$ cat config.mk
export PLATFORM = sky130hd
export DESIGN_NAME = pcc_ctrl
export DESIGN_NICKNAME = d
export VERILOG_FILES = /design/src/rtl/pcc_pkg.sv /design/src/rtl/pcc_ctrl.sv
export SDC_FILE = /design/constraint.sdc
export NUM_CORES = 1
export LEC_CHECK = 0
export BUFFER_PORTS_ARGS = -buffer_cell sky130_fd_sc_hd__buf_2
export CELL_PAD_IN_SITES_DETAIL_PLACEMENT = 2
export CELL_PAD_IN_SITES_GLOBAL_PLACEMENT = 2
export CORE_MARGIN = 4
export CORE_UTILIZATION = 29
export DETAILED_ROUTE_END_ITERATION = 10
export GPL_TIMING_DRIVEN = 1
export PLACE_DENSITY = 0.73
export SLEW_MARGIN = 20
export SYNTH_ARGS = -nofsm -noshare
export SYNTH_HDL_FRONTEND = slang
export SYNTH_SLANG_ARGS = --single-unit
$ cat constraint.sdc
create_clock -name clk -period 2.9 [get_ports clk]
set_clock_uncertainty 0.05 [all_clocks]
set_input_delay 0.145 -clock clk [delete_from_list [all_inputs] [get_ports clk]]
set_output_delay 0.145 -clock clk [all_outputs]
set_load 0.1 [all_outputs]
$ cat src/rtl/pcc_pkg.sv
`timescale 1ns / 1ps
// shared types and constants for the pearson correlation unit
// no dependencies

package pcc_pkg;

    // accumulator widths
    localparam int CountW = 17;
    localparam int SumW   = 33;
    localparam int SqW    = 47;
    localparam int CrossW = 48;

    // serial multiplier widths
    localparam int MulAW  = 160;
    localparam int MulBW  = 64;
    localparam int DevW   = 64;
    localparam int DenW   = 128;
    localparam int NumW   = 67;

    // correlation magnitude search
    localparam int CorrW  = 16;
    localparam logic [CorrW-1:0] CorrOne = 16'h8000;
    localparam logic [CorrW-1:0] CorrMax = 16'h7fff;

    typedef struct packed {
        logic signed [15:0] x_sample;
        logic signed [15:0] y_sample;
        logic               last_sample;
    } pcc_in_t;

    typedef struct packed {
        logic signed [15:0] correlation;
        logic               defined;
    } pcc_out_t;

    // multiplier operations, issued in this order
    typedef enum logic [3:0] {
        OP_NSXX  = 4'd0,
        OP_SXSQ  = 4'd1,
        OP_NSYY  = 4'd2,
        OP_SYSQ  = 4'd3,
        OP_NSXY  = 4'd4,
        OP_SXSY  = 4'd5,
        OP_DEN   = 4'd6,
        OP_NUMSQ = 4'd7,
        OP_LHS   = 4'd8
    } pcc_op_t;

    typedef struct packed {
        logic    accept;
        logic    start;
        logic    finish;
        logic    init;
        logic    step;
        logic    emit;
        pcc_op_t op;
    } pcc_cmd_t;

    typedef struct packed {
        logic mul_done;
        logic den_zero;
        logic search_done;
        logic out_busy;
    } pcc_sts_t;

endpackage

$ cat src/rtl/pcc_ctrl.sv
`timescale 1ns / 1ps
// controller: sequences accumulation, the serial multiplies and the search
// depends on pcc_pkg

module pcc_ctrl (
    input  logic             clk,
    input  logic             rst_n,
    input  logic             in_valid,
    input  logic             in_last,
    output logic             in_ready,
    input  pcc_pkg::pcc_sts_t sts,
    output pcc_pkg::pcc_cmd_t cmd
);
    import pcc_pkg::*;

    typedef enum logic [5:0] {
        ST_IDLE  = 6'b000001,
        ST_START = 6'b000010,
        ST_WAIT  = 6'b000100,
        ST_CHECK = 6'b001000,
        ST_STEP  = 6'b010000,
        ST_EMIT  = 6'b100000
    } state_t;

    state_t  state_reg, state_next;
    pcc_op_t op_reg, op_next;

    // state and current operation
    always_ff @(posedge clk or negedge rst_n)
    begin
        if (!rst_n)
        begin
            state_reg <= ST_IDLE;
            op_reg    <= OP_NSXX;
        end
        else
        begin
            state_reg <= state_next;
            op_reg    <= op_next;
        end
    end

    // next state and commands
    always_comb
    begin
        state_next = state_reg;
        op_next    = op_reg;
        in_ready   = 1'b0;
        cmd        = '0;
        cmd.op     = op_reg;
        case (state_reg)
            ST_IDLE:
            begin
                in_ready   = 1'b1;
                cmd.accept = in_valid;
                if (in_valid && in_last)
                begin
                    op_next    = OP_NSXX;
                    state_next = ST_START;
                end
            end
            ST_START:
            begin
                cmd.start  = 1'b1;
                state_next = ST_WAIT;
            end
            ST_WAIT:
            begin
                if (sts.mul_done)
                begin
                    cmd.finish = 1'b1;
                    case (op_reg)
                        OP_SYSQ:  state_next = ST_CHECK;
                        OP_NUMSQ: state_next = ST_STEP;
                        OP_LHS:   state_next = ST_STEP;
                        OP_NSXX:
                        begin
                            op_next    = OP_SXSQ;
                            state_next = ST_START;
                        end
                        OP_SXSQ:
                        begin
                            op_next    = OP_NSYY;
                            state_next = ST_START;
                        end
                        OP_NSYY:
                        begin
                            op_next    = OP_SYSQ;
                            state_next = ST_START;
                        end
                        OP_NSXY:
                        begin
                            op_next    = OP_SXSY;
                            state_next = ST_START;
                        end
                        OP_SXSY:
                        begin
                            op_next    = OP_DEN;
                            state_next = ST_START;
                        end
                        OP_DEN:
                        begin
                            op_next    = OP_NUMSQ;
                            state_next = ST_START;
                        end
                        default: state_next = ST_EMIT;
                    endcase
                end
            end
            ST_CHECK:
            begin
                cmd.init = 1'b1;
                if (sts.den_zero)
                begin
                    state_next = ST_EMIT;
                end
                else
                begin
                    op_next    = OP_NSXY;
                    state_next = ST_START;
                end
            end
            ST_STEP:
            begin
                if (sts.search_done)
                begin
                    state_next = ST_EMIT;
                end
                else
                begin
                    cmd.step   = 1'b1;
                    op_next    = OP_LHS;
                    state_next = ST_START;
                end
            end
            ST_EMIT:
            begin
                if (!sts.out_busy)
                begin
                    cmd.emit   = 1'b1;
                    state_next = ST_IDLE;
                end
            end
            default: state_next = ST_IDLE;
        endcase
    end

endmodule

Yosys cells after proc, flatten, opt, wreduce, memory -nomap -nowiden
Index checks and enable logic that the tools add are counted.
{"block": "word_totals", "reg_bits": 10}
{"block": "op_classes", "reduce_logical": 7, "muxes": 23, "eq_ne": 20}
{"operator": "case mux 6 bit (6 select lines)", "n": 1}
{"operator": "2-to-1 mux 6 bit", "n": 5}
{"operator": "case mux 4 bit (6 select lines)", "n": 1}
{"operator": "case mux 6 bit (3 select lines)", "n": 1}
{"operator": "== test 4 x 3 -> 1 bit, second input constant", "n": 4}
{"operator": "2-to-1 mux 4 bit", "n": 4}
{"operator": "case mux 4 bit (4 select lines)", "n": 1}
{"operator": "2-to-1 mux 1 bit", "n": 10}
{"operator": "!= test 2 bit, second input constant", "n": 5}
{"operator": "== test 4 x 2 -> 1 bit, second input constant", "n": 2}
{"operator": "!= test 7 x 1 -> 1 bit, second input constant", "n": 1}
{"operator": "== test 6 x 1 -> 1 bit, second input constant", "n": 1}
{"operator": "== test 6 x 2 -> 1 bit, second input constant", "n": 1}
{"operator": "== test 6 x 3 -> 1 bit, second input constant", "n": 1}
{"operator": "== test 6 x 4 -> 1 bit, second input constant", "n": 1}
{"operator": "== test 6 x 5 -> 1 bit, second input constant", "n": 1}
{"operator": "== test 6 bit, second input constant", "n": 1}
{"operator": "AND reduction 6 bit", "n": 1}
{"operator": "OR reduction 6 bit", "n": 1}
{"operator": "== test 4 x 1 -> 1 bit, second input constant", "n": 1}
{"operator": "== test 4 bit, second input constant", "n": 1}
{"operator": "logical NOT 4 bit", "n": 1}
{"operator": "nonzero test 4 bit", "n": 1}
{"operator": "AND reduction 3 bit", "n": 1}
{"operator": "other kinds (2)", "n": 2}

Logic depth before layout (Yosys ltp)
Gate-level depths: netlist of the first run.
{"block": "logic_depth", "word_depth": 5, "ltp_mapped": 7, "mapped_depth_nobuf": 5}

Least setup slack after synthesis of the first run
OpenSTA, ideal clock, no wires.
{"block": "synth_path", "path_type": "reg2reg", "start": "register state_reg[5]", "end": "register op_reg[3]", "arrival_ns": 4.553, "setup_ns": 0.090, "path_buffers": 1, "path_stages_with_launch": 5, "path_slack_ns": -1.793, "cell_sequence": "dfrtp_1 -> clkbuf_1 -> or4_4 -> nor4b_1 -> o21bai_1"}
{"block": "synth_via", "elab_chain_cells": 3, "elab_cells_between_ends": 12, "classes_between": "eq/ne (9); mux (1); reduce/logical (2)"}
{"element": "from (decl)", "line_no": "pcc_ctrl.sv:25", "text": "state_t state_reg, state_next;"}
{"element": "from (signal assigned)", "line_no": "pcc_ctrl.sv:38", "text": "state_reg <= state_next;"}
{"element": "== test 6 x 3 -> 1 bit (tied with other cells)", "line_no": "pcc_ctrl.sv:51", "text": "case (state_reg)"}
{"element": "!= test 7 x 1 -> 1 bit (no source line) (tied with other cells)"}
{"element": "AND reduction 6 bit (no source line)"}
{"element": "to (signal assigned)", "line_no": "pcc_ctrl.sv:39", "text": "op_reg <= op_next;"}
{"element": "to (decl)", "line_no": "pcc_ctrl.sv:26", "text": "pcc_op_t op_reg, op_next;"}
Several ways; a longest one is shown, not always the timed one.
A chain may end at the register's enable or synchronous reset.

==> results of run 1 <==
==> per-layer routing <==
metal,wire length [um],global-route usage (%)
met4,10,3.051
met5,0,0
met2,1039,24.66
met1,944,17.85
met3,127,4.640
==> final timing paths <==
kind,startpoint,slack (ns),to,depth (start not counted)
min in group asynchronous,rst_n,0.21,state_reg[1],2
hold / removal,sts[3],0.1,state_reg[2],2
max in group asynchronous,rst_n,2.33,state_reg[0],2
setup reg to reg,state_reg[3],0.50,op_reg[0],5
hold reg to reg,op_reg[2],0.50,state_reg[3],1
setup / recovery,state_reg[3],0.35,cmd[9],5
==> stage by stage <==
step                      TNS (ns)  hold slack [ns]  cells  cell area (um^2)  setup WS (ns)
after global placement           0         -0.03110    114             775.7         0.5788
after floorplan            -0.4199          -0.2006     73             686.9        -0.3130
after CTS                        0          0.09858    119             822.0         0.3283
after detailed placement         0         -0.03078    114             775.7         0.5335
final                            0          0.09782    119             822.0         0.3461
after global routing             0           0.1073    119             822.0         0.1872
==> power groups by stage <==
stage | sequential [mW] | combinational (mW) | clock [mW]
floorplan | 0.299 | 0.459 | 0
global placement | 0.250 | 0.570 | 0
detailed placement | 0.253 | 0.584 | 0
CTS | 0.251 | 0.588 | 0.134
global route | 0.261 | 0.619 | 0.142
finish | 0.250 | 0.582 | 0.129
==> area by class of cell <==
type,instances,area share [%]
clock buffer,4,4.414
tap,28,4.262
timing repair buffer,19,12.18
sequential,10,30.59
multi-input combinational,55,47.18
inverter,3,1.370
==> layout by cell type, fill, tap and decap left out, types with 3 or more instances in the layout <==
cell type / instances
buf_2: 18
dfrtp_1: 9
nand2_1: 6
o21ai_0: 5
nor2_1: 4
nand3b_1: 4
nor3_1: 3
inv_1: 3
nor4_1: 3
a21oi_1: 3
clkbuf_4: 3
==> worst register-to-register path, cell delays in order (launching register included) <==
cell and delay [ns]:
dfrtp_1 0.51, nor3_1 0.63, nand2_1 0.22, o21ai_0 0.23, and3_1 0.33, mux2_4 0.32
==> kinds of logic after synthesis <==
family,synth area share (%)
flops,37.93
buf+inv,7.167
simple gates,33.77
xor+xnor,1.321
compound gates,17.55
mux,2.263
==> results_dict.tcl, run 1 <==
set metrics [dict create \
    clk_pin_slew_ns 0.08 \
    die_area_mm2 0.003116 \
    largest_reg_flops 6 \
    synth_top_area_share_pct 33.96 \
    num_rows 17 \
    die_h_um 55.82 \
    vdd.ir_drop.worst_mv 0.5154 \
    setup_viol 0 \
    yosysMostFrequentCell "dfrtp_1" \
    ios 19 \
    hpwl_mm 1.662 \
    vias 634 \
    p_per_area_mw_per_mm2 1170 \
    fmax_mhz 391.6 \
    worstHoldPathType "input port to flop" \
    track_usage_pct 14.47 \
    ys_seq_area_share_pct 37.92 \
    slowest_delay_ns 0.63 \
    grt_max_degree 11 \
    multi_input_area_um2 387.9 \
    critPathBufInv 1 \
    slowest_stage "nor3_1" \
    numCtsBuffers 3 \
    grt_pass1_vias 675 \
    cts_buffer_depth 2 \
    ant_nets 0 \
    tritoncts "built" \
    avgSynthCellArea_um2 9.084 \
    p_comb_share_pct 60.6 \
    path_cells "nor3_1 > nand2_1 > nor3_4 > and2_2 > buf_2" \
    synthArstFlopShare_pct 100.0 \
    grt_pass1_wl_mm 3.429 \
    via_per_inst 5.328 \
    leakagePower_nw 0.3731 \
    clk_latency_ns 0.27 \
    wl_mm 2.121 \
    yosys_warnings 0 \
    post_cts_buffers 0 \
    ys_seq_elements 10 \
    switchingPower_mw 0.5514 \
    hold_viol 0 \
    synth_top_flop_cell "dfrtp_1" \
    synth_cells 73 \
    status "finished, final reports clean" \
    synth_edf_count 0 \
    cp-start-kind "flop" \
    routabilityCongestion 0.7051 \
    start_util_pct 30.27 \
    drtIter0Drc 7 \
    syn_area_um2 663.1 \
    critPathRequiredTime_ns 2.71 \
    fp.dieW_um 55.82 \
    wire_per_inst_um 17.82 \
    drv_cap 0 \
    core_mm2 0.002191 \
    netlist_top_cells_area "dfrtp_1 (34%), nand3b_1 (4.5%), dfstp_2 (4.0%), o21ai_0 (3.8%), buf_6 (3.4%)" \
    layout-drive-gt1-share_pct 37.36 \
    finalCriticalPeriod_ns 2.554 \
    p_seq_share_pct 26.1 \
    ctsRootBufferMaster "clkbuf_4" \
    synth_common_cells "dfrtp_1 (9), nand2_1 (6), o21ai_0 (5)" \
    n_antenna_cell 0 \
    cp_max_fo 10 \
    slew_viol_final 0 \
    clockPowerShare_pct 13.4 \
    endpoint_kind "output port" \
    cts.sink_count 10 \
    final_nets 100 \
    fin_crit_sh_pct 88.07 \
    switching_share_pct 57.35 \
    port_buffers 18 \
    firstDrtPassIters 4 \
    syn2layout_area_growth_pct 23.96 \
    cts_hold_buf 1 \
    fillers 264 \
    p_int_mw 0.4101 \
    finish.utilization_pct 37.52 \
    crit_type "flop to output port" \
    path_delay_family "simple AND/OR/NAND/NOR gates" \
    register_area_um2 251.5 \
    synth_cell_types 34 \
    cp_data_arrival_time_ns 2.36 \
    power_mw 0.9615 \
    relSlewSlack_pct 49.72 \
    synth_nets 81 \
    drc 0 \
    antenna_found_initial 0 \
    yosys.area.top_type "dfrtp_1" \
    tightest_slew_ns 0.7484 \
    htree_num_levels 1 \
    cts.repair.resized 0 \
    overflow 0 \
    rsz0062_at_grt "no" \
]
Note: power is estimated with default switching activity, not from simulation.
==> inputs of run 2 (changes only) <==
Settings changed: CORE_UTILIZATION 29 to 30, CTS_BUF_LIST from default to sky130_fd_sc_hd__clkbuf_8, PLACE_DENSITY 0.73 to 0.75.
==> results_dict.tcl, run 2 (synthesis gave the netlist of run 1 again) <==
set metrics [dict create \
    r2r-start "state_reg[3]" \
    cp-start-kind "flop" \
    path_cells "nor3_1 > nand2_1 > nor3_4 > and2_2 > buf_2" \
    fin_crit_sh_pct 84.92 \
    tritoncts "built" \
    routabilityCongestion 0.8251 \
    cp_data_arrival_time_ns 2.27 \
    leakagePower_nw 0.3809 \
    clk_pin_slew_ns 0.05 \
    worstHoldPathType "input port to flop" \
    reg2reg_depth 5 \
    via_per_inst 5.415 \
    vias 639 \
    setup_slack_ns 0.4372 \
    endpoint_kind "output port" \
    grt_pass1_wl_mm 3.519 \
    relSlewSlack_pct 53.20 \
    syn2layout_area_growth_pct 26.60 \
    largest_reg_flops 6 \
    die_area_mm2 0.003027 \
    instances_no_fill 118 \
    hold_path_startpoint "sts[3]" \
    multi_input_area_um2 387.9 \
    critPathBufInv 1 \
    placedCellCount 113 \
    die_h_um 55.02 \
    layout-drive-gt1-share_pct 37.36 \
    fillers 231 \
    vdd.ir_drop.worst_mv 0.4387 \
    numCtsBuffers 3 \
    slew_viol_final 0 \
    fp.dieW_um 55.02 \
    clk_latency_ns 0.24 \
    ant_nets 0 \
    cts_buffer_depth 2 \
    p_per_area_mw_per_mm2 1207 \
    wire_per_inst_um 17.84 \
    slowest_delay_ns 0.58 \
    final_cell_mix "buf_2 (18), dfrtp_1 (9), nand2_1 (6)" \
    r2r-end "op_reg[0]" \
    hpwl_mm 1.632 \
    hold-path-cell-count 2 \
    n_antenna_cell 0 \
    register_area_um2 251.5 \
    fmax_mhz 406.0 \
    tightest_slew_ns 0.6967 \
    port_buffers 18 \
    num_rows 16 \
    htree_num_levels 1 \
    core_mm2 0.002022 \
    cp_max_fo 10 \
    post_cts_buffers 0 \
    cts.sink_count 10 \
    drc 0 \
    status "finished, final reports clean" \
    whs_endpoint "state_reg[2]" \
    firstDrtPassIters 2 \
    critPathRequiredTime_ns 2.71 \
    pre_cts_ws_ns 0.6128 \
    setup_viol 0 \
    r2r_slack_ns 0.57 \
    grt_max_degree 11 \
    drv_cap 0 \
    final_nets 100 \
    overflow 0 \
    track_usage_pct 17.24 \
    wl_mm 2.105 \
    rsz0062_at_grt "no" \
    path_delay_family "simple AND/OR/NAND/NOR gates" \
    drtIter0Drc 7 \
    hold_viol 0 \
    grt_pass1_vias 676 \
    antenna_found_initial 0 \
    start_util_pct 32.80 \
    layout_commonest_cell "buf_2" \
    ios 19 \
    crit_type "flop to output port" \
    slowest_stage "nor3_1" \
    ctsRootBufferMaster "clkbuf_8" \
    finalCriticalPeriod_ns 2.463 \
]
==> run 2: cell types whose count changed in the layout (fill, tap and decap cells not counted) <==
cell / previous run / this run
clkbuf_4: 3 / 0
clkbuf_8: 1 / 4
==> run 2: per-stage QoR <==
stage	utilization [%]	setup TNS (ns)	instance area [um^2]	hold WS [ns]	power (mW)
2_1_floorplan	-	-0.4199	686.9	-0.2006	0.7576
5_1_grt	41.52	0	839.6	0.1632	1.076
3_3_place_gp	38.30	0	774.5	-0.02911	0.8187
4_1_cts	41.52	0	839.6	0.1355	1.023
3_5_place_dp	38.30	0	774.5	-0.02407	0.8302
6_report	41.52	0	839.6	0.1285	1.013
==> run 2: routing by layer <==
layer  track usage [%]  share of wire (%)  wire, um  up-vias
met2             26.38                 46       975       11
met1             22.89                 49      1040      312
met4             8.502                2.0        43        0
met5                 0                  0         0        -
met3             3.485                2.2        47        4
li1                  -                  -         -      312
==> run 2: report_power, final <==
part / total (mW) / leakage, nW / switching, mW / internal (mW)
Sequential: 0.253 / 0.134 / 0.0748 / 0.178
Combinational: 0.581 / 0.218 / 0.424 / 0.156
Clock: 0.180 / 0.0288 / 0.0601 / 0.120
==> run 2: how the worst max path moves through the flow <==
stage / cells past startpoint / startpoint / endpoint
2_1_floorplan: 4 / state_reg[5] / op_reg[3]
6_report: 5 / state_reg[3] / cmd[9]
4_1_cts: 5 / state_reg[4] / cmd[9]
5_1_grt: 5 / state_reg[3] / cmd[9]
3_3_place_gp: 5 / state_reg[4] / op_reg[0]
3_5_place_dp: 5 / state_reg[3] / op_reg[0]
==> run 2: worst register-to-register path, cell delays in order (launching register included) <==
cell and delay, ns:
dfrtp_1 0.49, nor3_1 0.58, nand2_1 0.22, o21ai_0 0.20, and3_1 0.35, mux2_4 0.32
==> run 2: layout make-up <==
cell class	count	area share, %
Inverter	3	1.341
Sequential cell	10	29.96
Timing Repair Buffer	19	11.92
Multi-Input combinational cell	55	46.20
Clock buffer	4	6.557
Tap cell	27	4.024
==> run 2: what timing repair did <==
item | CTS | global route
hold buffers | 1 | 0
resized for setup | 0 | 0
endpoints found under the hold margin | 10 | 0
